<file path="config.mk">
export PLATFORM = sky130hd
export DESIGN_NAME = quadrature_speed_position_tracker
export DESIGN_NICKNAME = d
export VERILOG_FILES = /design/src/rtl/qspt_pkg.sv /design/src/rtl/qspt_regs.sv /design/src/rtl/qspt_mul.sv /design/src/rtl/quadrature_speed_position_tracker.sv
export SDC_FILE = /design/constraint.sdc
export NUM_CORES = 1
export LEC_CHECK = 0
export BUFFER_PORTS_ARGS = -buffer_cell sky130_fd_sc_hd__buf_2
export CAP_MARGIN = 20
export CORE_MARGIN = 2
export CORE_UTILIZATION = 40
export CTS_BUF_LIST = sky130_fd_sc_hd__clkbuf_4 sky130_fd_sc_hd__clkbuf_8 sky130_fd_sc_hd__clkbuf_16
export CTS_CLUSTER_SIZE = 10
export DETAILED_ROUTE_END_ITERATION = 6
export HOLD_SLACK_MARGIN = 0.06
export PLACE_DENSITY = 0.67
export SYNTH_ARGS = -nofsm -noshare
export SYNTH_HDL_FRONTEND = slang
export SYNTH_HIERARCHICAL = 1
export SYNTH_SLANG_ARGS = --single-unit
</file>
<file path="constraint.sdc">
create_clock -name clk -period 10.5 [get_ports clk]
set_input_delay 1.05 -clock clk [delete_from_list [all_inputs] [get_ports clk]]
set_output_delay 1.05 -clock clk [all_outputs]
set_load 0.02 [all_outputs]
</file>
<file path="src/rtl/qspt_pkg.sv">
// shared types, constants and register codes of the quadrature speed and position tracker
package qspt_pkg;

    localparam int DATA_W    = 32;
    localparam int ANGLE_W   = 48;
    localparam int ALPHA_W   = 17;
    localparam int PADDR_W   = 4;
    localparam int PDATA_W   = 32;

    // digit-serial multiplier geometry
    localparam int DIGIT_W   = 4;
    localparam int MUL_DIGITS = DATA_W / DIGIT_W;
    localparam int CNT_W     = $clog2(MUL_DIGITS);
    localparam int MCAND_W   = DATA_W + 2;
    localparam int HI_W      = MCAND_W + DIGIT_W + 1;
    localparam int PROD_W    = HI_W + DATA_W;

    localparam logic [ALPHA_W-1:0] ALPHA_ONE = ALPHA_W'(65536);

    localparam logic [DATA_W-1:0]  RPM_SCALE_RST = DATA_W'(983040);
    localparam logic [DATA_W-1:0]  DEG_SCALE_RST = DATA_W'(5898240);

    typedef enum logic [1:0] {
        REG_MODE      = 2'd0,
        REG_RPM_SCALE = 2'd1,
        REG_DEG_SCALE = 2'd2,
        REG_ALPHA     = 2'd3
    } reg_idx_t;

    typedef enum logic {
        FUNC_UPDATE = 1'b0,
        FUNC_ZERO   = 1'b1
    } func_t;

    typedef enum logic [2:0] {
        ST_IDLE,
        ST_RPM,
        ST_RPM_WAIT,
        ST_FILT,
        ST_FILT_WAIT,
        ST_ANG,
        ST_ANG_WAIT,
        ST_DONE
    } state_t;

    typedef struct packed {
        logic                 counter_is_16bit;
        logic [DATA_W-1:0]    rpm_scale;
        logic [DATA_W-1:0]    deg_scale;
        logic [ALPHA_W-1:0]   filter_alpha;
    } cfg_t;

    typedef struct packed {
        logic                 func;
        logic [DATA_W-1:0]    counter_value;
        logic                 counting_down;
    } sample_t;

    typedef struct packed {
        logic signed [DATA_W-1:0]  step_delta;
        logic signed [DATA_W-1:0]  total_count;
        logic signed [DATA_W-1:0]  rpm_unfiltered;
        logic signed [DATA_W-1:0]  rpm_smoothed;
        logic signed [ANGLE_W-1:0] angle_degrees;
        logic                      direction;
    } result_t;

    typedef struct packed {
        logic                       start;
        logic signed [MCAND_W-1:0]  mcand;
        logic [DATA_W-1:0]          mult;
    } mul_req_t;

    typedef struct packed {
        logic                       done;
        logic signed [PROD_W-1:0]   product;
    } mul_rsp_t;

endpackage

</file>
<file path="src/rtl/qspt_regs.sv">
// apb configuration registers
module qspt_regs
    import qspt_pkg::*;
(
    input  logic               clk,
    input  logic               rst_n,
    input  logic               psel,
    input  logic               penable,
    input  logic               pwrite,
    input  logic [PADDR_W-1:0] paddr,
    input  logic [PDATA_W-1:0] pwdata,
    output logic [PDATA_W-1:0] prdata,
    output logic               pready,
    output cfg_t               cfg
);

    cfg_t     cfg_reg;
    cfg_t     cfg_next;
    reg_idx_t idx;
    logic     wr_en;

    assign pready = 1'b1;
    assign idx    = reg_idx_t'(paddr[PADDR_W-1:2]);
    assign wr_en  = psel & penable & pwrite;
    assign cfg    = cfg_reg;

    always_comb
    begin
        cfg_next = cfg_reg;
        if (wr_en)
        begin
            case (idx)
                REG_MODE:      cfg_next.counter_is_16bit = pwdata[0];
                REG_RPM_SCALE: cfg_next.rpm_scale        = pwdata;
                REG_DEG_SCALE: cfg_next.deg_scale        = pwdata;
                REG_ALPHA:     cfg_next.filter_alpha     = pwdata[ALPHA_W-1:0];
                default:       cfg_next = cfg_reg;
            endcase
        end
    end

    always_comb
    begin
        case (idx)
            REG_MODE:      prdata = PDATA_W'(cfg_reg.counter_is_16bit);
            REG_RPM_SCALE: prdata = cfg_reg.rpm_scale;
            REG_DEG_SCALE: prdata = cfg_reg.deg_scale;
            REG_ALPHA:     prdata = PDATA_W'(cfg_reg.filter_alpha);
            default:       prdata = '0;
        endcase
    end

    always_ff @(posedge clk or negedge rst_n)
    begin
        if (!rst_n)
        begin
            cfg_reg.counter_is_16bit <= 1'b0;
            cfg_reg.rpm_scale        <= RPM_SCALE_RST;
            cfg_reg.deg_scale        <= DEG_SCALE_RST;
            cfg_reg.filter_alpha     <= ALPHA_ONE;
        end
        else
        begin
            cfg_reg <= cfg_next;
        end
    end

endmodule

</file>
<file path="src/rtl/qspt_mul.sv">
// digit-serial signed by unsigned multiplier, one 4-bit digit of the multiplier per cycle
module qspt_mul
    import qspt_pkg::*;
(
    input  logic     clk,
    input  logic     rst_n,
    input  mul_req_t req,
    output mul_rsp_t rsp
);

    logic                      busy_reg, busy_next;
    logic                      done_reg, done_next;
    logic [CNT_W-1:0]          cnt_reg, cnt_next;
    logic signed [MCAND_W-1:0] mcand_reg, mcand_next;
    logic [DATA_W-1:0]         mult_reg, mult_next;
    logic signed [HI_W-1:0]    hi_reg, hi_next;
    logic [DATA_W-1:0]         lo_reg, lo_next;
    logic signed [HI_W-1:0]    pp;
    logic signed [HI_W-1:0]    sum;

    // partial product of the multiplicand and the current low digit
    assign pp  = HI_W'(mcand_reg) * HI_W'($signed({1'b0, mult_reg[DIGIT_W-1:0]}));
    assign sum = hi_reg + pp;

    always_comb
    begin
        busy_next  = busy_reg;
        done_next  = 1'b0;
        cnt_next   = cnt_reg;
        mcand_next = mcand_reg;
        mult_next  = mult_reg;
        hi_next    = hi_reg;
        lo_next    = lo_reg;
        if (req.start)
        begin
            busy_next  = 1'b1;
            cnt_next   = '0;
            mcand_next = req.mcand;
            mult_next  = req.mult;
            hi_next    = '0;
            lo_next    = '0;
        end
        else if (busy_reg)
        begin
            hi_next   = sum >>> DIGIT_W;
            lo_next   = {sum[DIGIT_W-1:0], lo_reg[DATA_W-1:DIGIT_W]};
            mult_next = mult_reg >> DIGIT_W;
            cnt_next  = cnt_reg + CNT_W'(1);
            if (cnt_reg == CNT_W'(MUL_DIGITS - 1))
            begin
                busy_next = 1'b0;
                done_next = 1'b1;
            end
        end
    end

    always_ff @(posedge clk or negedge rst_n)
    begin
        if (!rst_n)
        begin
            busy_reg <= 1'b0;
            done_reg <= 1'b0;
            cnt_reg  <= '0;
        end
        else
        begin
            busy_reg <= busy_next;
            done_reg <= done_next;
            cnt_reg  <= cnt_next;
        end
    end

    always_ff @(posedge clk)
    begin
        mcand_reg <= mcand_next;
        mult_reg  <= mult_next;
        hi_reg    <= hi_next;
        lo_reg    <= lo_next;
    end

    assign rsp.done    = done_reg;
    assign rsp.product = {hi_reg, lo_reg};

endmodule

</file>
<file path="src/rtl/quadrature_speed_position_tracker.sv">
// top level: sample intake, sequencer, tracking state and result register
//
// Usage: each transaction on the sample channel (sample_valid/sample_ready)
// carries one reading of a quadrature counter with a function code and the
// counting direction. Every sample transaction yields exactly one transaction
// on the result channel (result_valid/result_ready) with delta, accumulated
// count, raw and filtered rpm, angle and direction.
// Configuration goes through the APB port; pready is always high.
// Processing: an update sample runs the rpm, filter and angle products in
// turn on the single shared multiplier, a zero command only the angle
// product. The multiplier consumes one 4-bit digit per cycle and runs
// eight digits for each product.
// One sample is worked on at a time. A new sample may be taken while the
// previous result still waits in the result register; if the receiver
// stalls, the finished result of that next sample waits in the sequencer
// until the result register frees up, and no further sample is taken.
// Reset clears the tracking state (all but the angle register), drops any
// pending result and restores the configuration defaults.
module quadrature_speed_position_tracker
    import qspt_pkg::*;
(
    input  logic               clk,
    input  logic               rst_n,
    input  logic               psel,
    input  logic               penable,
    input  logic               pwrite,
    input  logic [PADDR_W-1:0] paddr,
    input  logic [PDATA_W-1:0] pwdata,
    output logic [PDATA_W-1:0] prdata,
    output logic               pready,
    input  logic               sample_valid,
    output logic               sample_ready,
    input  sample_t            sample,
    output logic               result_valid,
    input  logic               result_ready,
    output result_t            result
);

    cfg_t     cfg;
    mul_req_t mreq;
    mul_rsp_t mrsp;

    state_t state_reg, state_next;

    logic [DATA_W-1:0]          prev_reg, prev_next;
    logic [DATA_W-1:0]          count_reg, count_next;
    logic signed [DATA_W-1:0]   filt_reg, filt_next;
    logic signed [DATA_W-1:0]   delta_reg, delta_next;
    logic signed [DATA_W-1:0]   raw_reg, raw_next;
    logic                       dir_reg, dir_next;
    logic signed [ANGLE_W-1:0]  angle_reg, angle_next;
    logic                       out_valid_reg, out_valid_next;
    result_t                    out_reg, out_next;

    logic                       accept;
    logic                       load_out;
    logic [15:0]                d16;
    logic [DATA_W-1:0]          delta_w;
    logic [ALPHA_W-1:0]         alpha_sat;
    logic signed [MCAND_W-1:0]  diff;
    logic signed [PROD_W-DATA_W/2-1:0] filt_step;
    logic                       raw_fits;
    logic                       ang_fits;

    qspt_regs u_regs (
        .clk     (clk),
        .rst_n   (rst_n),
        .psel    (psel),
        .penable (penable),
        .pwrite  (pwrite),
        .paddr   (paddr),
        .pwdata  (pwdata),
        .prdata  (prdata),
        .pready  (pready),
        .cfg     (cfg)
    );

    qspt_mul u_mul (
        .clk   (clk),
        .rst_n (rst_n),
        .req   (mreq),
        .rsp   (mrsp)
    );

    assign sample_ready = (state_reg == ST_IDLE);
    assign accept       = sample_valid & sample_ready;
    assign load_out     = (state_reg == ST_DONE) && (!out_valid_reg || result_ready);

    // delta folded to the active counter width
    assign d16     = sample.counter_value[15:0] - prev_reg[15:0];
    assign delta_w = cfg.counter_is_16bit ? {{16{d16[15]}}, d16}
                                          : sample.counter_value - prev_reg;

    assign alpha_sat = (cfg.filter_alpha > ALPHA_ONE) ? ALPHA_ONE : cfg.filter_alpha;
    assign diff      = MCAND_W'(raw_reg) - MCAND_W'(filt_reg);
    assign filt_step = mrsp.product[PROD_W-1:DATA_W/2];

    assign raw_fits = (mrsp.product[PROD_W-1:DATA_W-1]
                       == {(PROD_W-DATA_W+1){mrsp.product[PROD_W-1]}});
    assign ang_fits = (mrsp.product[PROD_W-1:ANGLE_W-1]
                       == {(PROD_W-ANGLE_W+1){mrsp.product[PROD_W-1]}});

    // next state
    always_comb
    begin
        state_next = state_reg;
        case (state_reg)
            ST_IDLE:
            begin
                if (accept)
                    state_next = (sample.func == FUNC_ZERO) ? ST_ANG : ST_RPM;
            end
            ST_RPM:       state_next = ST_RPM_WAIT;
            ST_RPM_WAIT:  if (mrsp.done) state_next = ST_FILT;
            ST_FILT:      state_next = ST_FILT_WAIT;
            ST_FILT_WAIT: if (mrsp.done) state_next = ST_ANG;
            ST_ANG:       state_next = ST_ANG_WAIT;
            ST_ANG_WAIT:  if (mrsp.done) state_next = ST_DONE;
            ST_DONE:      if (load_out) state_next = ST_IDLE;
            default:      state_next = ST_IDLE;
        endcase
    end

    // multiplier operand selection
    always_comb
    begin
        mreq.start = 1'b0;
        mreq.mcand = MCAND_W'(delta_reg);
        mreq.mult  = cfg.rpm_scale;
        case (state_reg)
            ST_RPM:
            begin
                mreq.start = 1'b1;
            end
            ST_FILT:
            begin
                mreq.start = 1'b1;
                mreq.mcand = diff;
                mreq.mult  = DATA_W'(alpha_sat);
            end
            ST_ANG:
            begin
                mreq.start = 1'b1;
                mreq.mcand = MCAND_W'($signed(count_reg));
                mreq.mult  = cfg.deg_scale;
            end
            default:
            begin
                mreq.start = 1'b0;
            end
        endcase
    end

    // tracking state and result register updates
    always_comb
    begin
        prev_next      = prev_reg;
        count_next     = count_reg;
        filt_next      = filt_reg;
        delta_next     = delta_reg;
        raw_next       = raw_reg;
        dir_next       = dir_reg;
        angle_next     = angle_reg;
        out_valid_next = out_valid_reg;
        out_next       = out_reg;

        if (out_valid_reg && result_ready)
            out_valid_next = 1'b0;

        case (state_reg)
            ST_IDLE:
            begin
                if (accept)
                begin
                    if (sample.func == FUNC_ZERO)
                    begin
                        count_next = '0;
                    end
                    else
                    begin
                        prev_next  = cfg.counter_is_16bit
                                     ? {16'b0, sample.counter_value[15:0]}
                                     : sample.counter_value;
                        delta_next = $signed(delta_w);
                        count_next = count_reg + delta_w;
                        dir_next   = sample.counting_down;
                    end
                end
            end
            ST_RPM_WAIT:
            begin
                if (mrsp.done)
                begin
                    if (raw_fits)
                        raw_next = mrsp.product[DATA_W-1:0];
                    else
                        raw_next = mrsp.product[PROD_W-1] ? {1'b1, {(DATA_W-1){1'b0}}}
                                                          : {1'b0, {(DATA_W-1){1'b1}}};
                end
            end
            ST_FILT_WAIT:
            begin
                if (mrsp.done)
                    filt_next = filt_reg + filt_step[DATA_W-1:0];
            end
            ST_ANG_WAIT:
            begin
                if (mrsp.done)
                begin
                    if (ang_fits)
                        angle_next = mrsp.product[ANGLE_W-1:0];
                    else
                        angle_next = mrsp.product[PROD_W-1] ? {1'b1, {(ANGLE_W-1){1'b0}}}
                                                            : {1'b0, {(ANGLE_W-1){1'b1}}};
                end
            end
            ST_DONE:
            begin
                if (load_out)
                begin
                    out_valid_next          = 1'b1;
                    out_next.step_delta     = delta_reg;
                    out_next.total_count    = $signed(count_reg);
                    out_next.rpm_unfiltered = raw_reg;
                    out_next.rpm_smoothed   = filt_reg;
                    out_next.angle_degrees  = angle_reg;
                    out_next.direction      = dir_reg;
                end
            end
            default:
            begin
                out_next = out_reg;
            end
        endcase
    end

    always_ff @(posedge clk or negedge rst_n)
    begin
        if (!rst_n)
        begin
            state_reg     <= ST_IDLE;
            prev_reg      <= '0;
            count_reg     <= '0;
            filt_reg      <= '0;
            delta_reg     <= '0;
            raw_reg       <= '0;
            dir_reg       <= 1'b0;
            out_valid_reg <= 1'b0;
        end
        else
        begin
            state_reg     <= state_next;
            prev_reg      <= prev_next;
            count_reg     <= count_next;
            filt_reg      <= filt_next;
            delta_reg     <= delta_next;
            raw_reg       <= raw_next;
            dir_reg       <= dir_next;
            out_valid_reg <= out_valid_next;
        end
    end

    always_ff @(posedge clk)
    begin
        angle_reg <= angle_next;
        out_reg   <= out_next;
    end

    assign result_valid = out_valid_reg;
    assign result       = out_reg;

endmodule
</file>
# Word-level counts from Yosys, hierarchy flattened
# Index checks and enable logic that the tools add are counted.
[classes] n_addsub=7 n_mul=1 order_cmp=1 eq_ne=18 mux=31 bitwise=4 reduce_logical=19
[op_table] operator="32-bit 2-to-1 mux" n=7
[op_table] operator="66-bit case mux with 2 select lines" n=1
[op_table] operator="32-bit case mux with 4 select lines" n=1
[op_table] operator="48-bit 2-to-1 mux" n=2
[op_table] operator="32-bit adder" n=2
[op_table] operator="35-bit by 39-bit adder with 39-bit output" n=1
[op_table] operator="39-bit == test" n=1
[op_table] operator="34-bit by 5-bit multiplier with 39-bit output" n=1
[op_table] operator="32-bit by 32-bit subtractor with 33-bit output" n=1
[op_table] operator="32-bit subtractor" n=1
[op_table] operator="3-bit 2-to-1 mux" n=8
[op_table] operator="3-bit case mux with 8 select lines" n=1
[op_table] operator="23-bit == test" n=1
[op_table] operator="2-bit AND reduction" n=9
[op_table] operator="17-bit > comparator, second input constant" n=1
[op_table] operator="17-bit 2-to-1 mux" n=1
[op_table] operator="16-bit subtractor" n=1
[op_table] operator="3-bit == test, second input constant" n=5
[op_table] operator="1-bit 2-to-1 mux" n=10
[op_table] operator="2-bit by 1-bit != test with 1-bit output, second input constant" n=4
[op_table] operator="3-bit by 2-bit == test with 1-bit output, second input constant" n=2
[op_table] operator="5-bit AND reduction" n=1
[op_table] operator="2-bit == test, second input constant" n=2
[op_table] operator="3-bit by 1-bit adder with 3-bit output, second input constant" n=1
[op_table] operator="other kinds (13)" n=16
[totals] register_bits=610 input_bits=77 output_inout_bits=212 elab_cells=107

# Logic depth before layout (Yosys ltp)
[depth] ltp_word=5 depth_mapped=24 mapped_depth_nobuf=24

# Modules after synthesis
# Netlist, hierarchy kept.
[modules_own_cells] mod="quadrature_speed_position_tracker" instances=1 cells_each=2105 area_per_inst_um2=21406.8 seq_area_each_um2=10885.4
[modules_own_cells] mod="qspt_mul" instances=1 cells_each=1165 area_per_inst_um2=11155.7 seq_area_each_um2=3448.3
[modules_own_cells] mod="qspt_regs" instances=1 cells_each=239 area_per_inst_um2=3784.9 seq_area_each_um2=2063.2

# Worst setup path before layout
# OpenSTA, ideal clock, no wires.
[synth_timing] kind="reg-to-reg" start="register state_reg[0]" end="register out_reg, in the netlist result[0], enable pin" setup_ns=0.717 arrival_ns=8.540 required_time_ns=9.783 path_slack_ns=1.243 stages_incl_launch_ff=6 path_buffers=3 period_less_slack_ns=9.257 cell_sequence="dfrtp_1 -> clkbuf_1 -> clkbuf_1 -> clkbuf_1 -> nand3_1 -> nor2_1"
[synth_between] elab_chain_len=3
[synth_rtl] element="from (decl)" line="quadrature_speed_position_tracker.sv:43" source="state_t state_reg, state_next;"
[synth_rtl] element="from (signal assigned)" line="quadrature_speed_position_tracker.sv:252" source="state_reg <= state_next;"
[synth_rtl] element="3-bit == test (*)" line="quadrature_speed_position_tracker.sv:87, quadrature_speed_position_tracker.sv:170"
[synth_rtl] element="1-bit logical AND" line="quadrature_speed_position_tracker.sv:87" source="assign load_out = (state_reg == ST_DONE) && (!out_valid_reg || result_ready);"
[synth_rtl] element="2-bit AND reduction (no line) (*)"
[synth_rtl] element="to (signal assigned)" line="quadrature_speed_position_tracker.sv:266" source="out_reg <= out_next;"
[synth_rtl] element="to (decl)" line="quadrature_speed_position_tracker.sv:53" source="result_t out_reg, out_next;"
# Every way passes the cells marked *; elsewhere a longest branch is shown, timed or not.
# A chain may end at the register's enable or synchronous reset.

# Final worst setup path
[layout_timing] start="input sample[1] (netlist name)" end="register count_reg[31]"
[layout_between] elab_chain_len=4 word_cells_on_any_way=5 cone_classes="add/sub (3); mux (2)"
[layout_rtl] element="from (decl)" line="quadrature_speed_position_tracker.sv:33" source="input sample_t sample,"
[layout_rtl] element="32-bit subtractor or 16-bit subtractor (tied branches)" line="quadrature_speed_position_tracker.sv:92, quadrature_speed_position_tracker.sv:90"
[layout_rtl] element="32-bit 2-to-1 mux (*)" line="quadrature_speed_position_tracker.sv:91" source="assign delta_w = cfg.counter_is_16bit ? {{16{d16[15]}}, d16}"
[layout_rtl] element="net delta_w[18]" line="quadrature_speed_position_tracker.sv:58" source="logic [DATA_W-1:0] delta_w;"
[layout_rtl] element="32-bit adder (*)" line="quadrature_speed_position_tracker.sv:185" source="count_next = count_reg + delta_w;"
[layout_rtl] element="32-bit 2-to-1 mux (*)" line="quadrature_speed_position_tracker.sv:175" source="if (sample.func == FUNC_ZERO)"
[layout_rtl] element="to (signal assigned)" line="quadrature_speed_position_tracker.sv:254" source="count_reg <= count_next;"
[layout_rtl] element="to (decl)" line="quadrature_speed_position_tracker.sv:46" source="logic [DATA_W-1:0] count_reg, count_next;"
# The timed path passes the listed nets; every way through them passes the cells marked *.

==> results.txt <==
Sink Count = 610
Grt peak-use layer = met2
Longest Clk Path Bufs = 3
Met1 Track Usage GR = 29.8%
Worst R2R End = count_reg[31]
Layout area overhead = 13.9%
# resized after CTS = 0
Sequential cell area = 16400 um^2
Num CTS Buffers = 75
Per-cell routed wire length = 20.6 um
DP Wirelength = 74700 um
Synth Flop Type = edfxtp_1
Fillers = 8501
Worst slew margin = 30.4%
Reg2reg path depth = 22
Multi-input gate area = 17800 um^2
R2r setup slk = 5.39 ns
Setup Fix Bufs, Post-CTS = 0
Reg2reg start = prev_reg[0]
WP data arrival = 5.91 ns
CP startpoint kind = input port
Vias/cell = 5.45
I/O Pins = 289
DRT Pass-1 Iters = 6
RSZ-0062 raised after global routing = false
Cells after Synth = 3509
M3 GR Usage = 3.33%
Fin Setup TNS = 0 ns
Largest register FFs = 177
Initial antenna violation count = 9
Global-route wire length before repair = 157000 um
Starting Density = 40.4%
GR Util met2 = 34.9%
Crit-path max cell delay = 0.51 ns
Post-route clock skew = 0.0312 ns
CP Data Required Time = 11.06 ns
Fin nets = 4134
Clk_lat worst skew = 0.65 ns
Max-slew violation count = 0
Syn Nets = 3904
Crit Path Class = in2reg
Row count = 110
Largest net degree at the start of global routing = 151
Setup violations, final = 0
Vias in the first global route = 26200
Tmin final = 5.35 ns
Cell Chain, Critical Path = buf_2, inv_1, ha_1, inv_1, fa_1, a21o_2, a21o_1, a211oi_1, o21ai_1, nand4_1, o21ai_0, a21oi_1, xor2_1, o21ai_0, ha_1, nand4_1, nor3_1, o211ai_1, o2111ai_1, nand3_1, nor3b_2, xnor2_1, or3_1, o21ai_1
H-Tree Depth = 3
Syn avg cell area = 10.4 um^2
Mapped cell area = 36300 um^2
DRC viols = 0
Status = finished, final reports clean
Iter 0 DRT Violations = 2033
Crit Path Max Fanout = 6
Die ar. = 93300 um^2
Post-synthesis async set-or-reset flop share = 41.3%
Crit-path slowest cell = ha_1
Vias = 27200
Total core area = 90000 um^2
Nature of the critical path endpoint = register
Syn. warnings = 6
Number of synthesized flops with an enable pin = 291
Port bufs = 285
Routed WL = 103000 um
Tcrit/Tclk final = 51.0%
Seq/Total Area, Yosys = 45.1%
Gr ovfl total = 0
Layout cell share with drive strength beyond 1 = 17.0%
Cell variety after synth = 107
Total GRT Usage = 21.6%
Hold-fix buffers, CTS = 0
Die width = 305 um
DRT antenna net count = 0
Final GP Congestion = 0.954
Clock Pin Slew Worst Setup and Hold Paths = 0.06 ns
Hold Crit Class = in2async
CTS Root Cell = clkbuf_16
CTS tree = yes
Vert. Die Dim = 305 um
Final hold violations = 0
Placed cell count = 4838
Worst-Margin Slew = 1.04 ns
Synth Register Bits = 610
Max-cap violations = 0
FMAX = 187 MHz
Non-Filler Instances = 4980
==> kinds of logic (layout without fill, tap and decap cells) <==
family / Yosys count / in the layout / synth area share (%)
DFF: 610 / 610 / 45.1
adders and majority gates: 318 / 318 / 13.2
xor gates and xnor gates: 133 / 133 / 3.23
AOI/OAI and AO/OA: 887 / 887 / 15.8
buffers and inverters: 541 / 834 / 5.97
and+or+nand+nor: 832 / 832 / 10.8
other: 1 / 3 / 0.0103
muxes: 187 / 187 / 5.96
==> layer usage <==
metal  up-vias  part of all wire, %
met4        10                  2.9
met5         -                0.056
met1     13300                   45
li1      12900                    -
met2       801                   47
met3       148                  5.6
==> synth_stat cells, types with 52 or more instances <==
library cell / instances / area, um^2
ha_1: 211 / 2640
dfrtp_1: 243 / 6080
dfxtp_1: 67 / 1340
xor2_1: 61 / 534
nor2_1: 172 / 646
inv_1: 373 / 1400
nand2_1: 317 / 1190
nand3_1: 71 / 355
mux2_2: 99 / 1110
a21oi_1: 233 / 1170
fa_1: 107 / 2140
a21o_1: 65 / 488
clkbuf_1: 117 / 439
mux2i_1: 52 / 521
o21ai_0: 231 / 1160
and2_1: 90 / 563
edfxtp_1: 291 / 8740
xnor2_1: 71 / 622
==> stage by stage <==
step	util, %	setup slack [ns]	instance area (um^2)	hold slack (ns)
after floorplan	-	1.24	36300	0.400
after global placement	43.1	4.65	38800	0.402
after detailed placement	43.2	4.63	38800	0.405
after CTS	46.0	5.28	41400	0.339
after global routing	46.0	4.90	41400	0.362
final	46.0	5.15	41400	0.356
==> layout by cell type, fill, tap and decap left out, types with 61 or more instances in the layout <==
cell / n
nand2_1: 317
dfrtp_1: 242
nor2_1: 168
ha_1: 211
o21ai_0: 231
mux2_2: 99
xnor2_1: 71
inv_1: 371
dfxtp_1: 67
a21oi_1: 233
fa_1: 107
and2_1: 90
clkbuf_16: 77
xor2_1: 61
buf_2: 284
edfxtp_1: 291
nand3_1: 70
a21o_1: 65
==> cell type report <==
| class | count | share of cell area [%] |
|---|---|---|
| multi-input combinational | 2358 | 43.1 |
| antenna | 2 | 0.0121 |
| clock inverter | 13 | 0.417 |
| inverter | 373 | 3.39 |
| clock buffer | 127 | 5.71 |
| sequential | 610 | 39.6 |
| timing repair buffer | 321 | 4.20 |
| tap | 1176 | 3.55 |
==> how the worst max path moves through the flow <==
stage,from,endpoint
global placement,sample[1],count_reg[30]
floorplan,state_reg[0],result[0]
finish,sample[1],count_reg[31]
global route,sample[9],count_reg[30]
CTS,sample[3],count_reg[30]
detailed placement,sample[3],count_reg[30]
==> critical path: cells and delay by family <==
family	cells	cell delay (ns)
adders and majority gates	3	1.06
AOI/OAI and AO/OA	10	1.96
xor gates and xnor gates	2	0.29
buffers and inverters	3	0.21
and+or+nand+nor	6	1.34
Power is left out: the tool's default activity adds up to more than one toggle a clock period on the data nets, which glitch-free logic cannot reach.
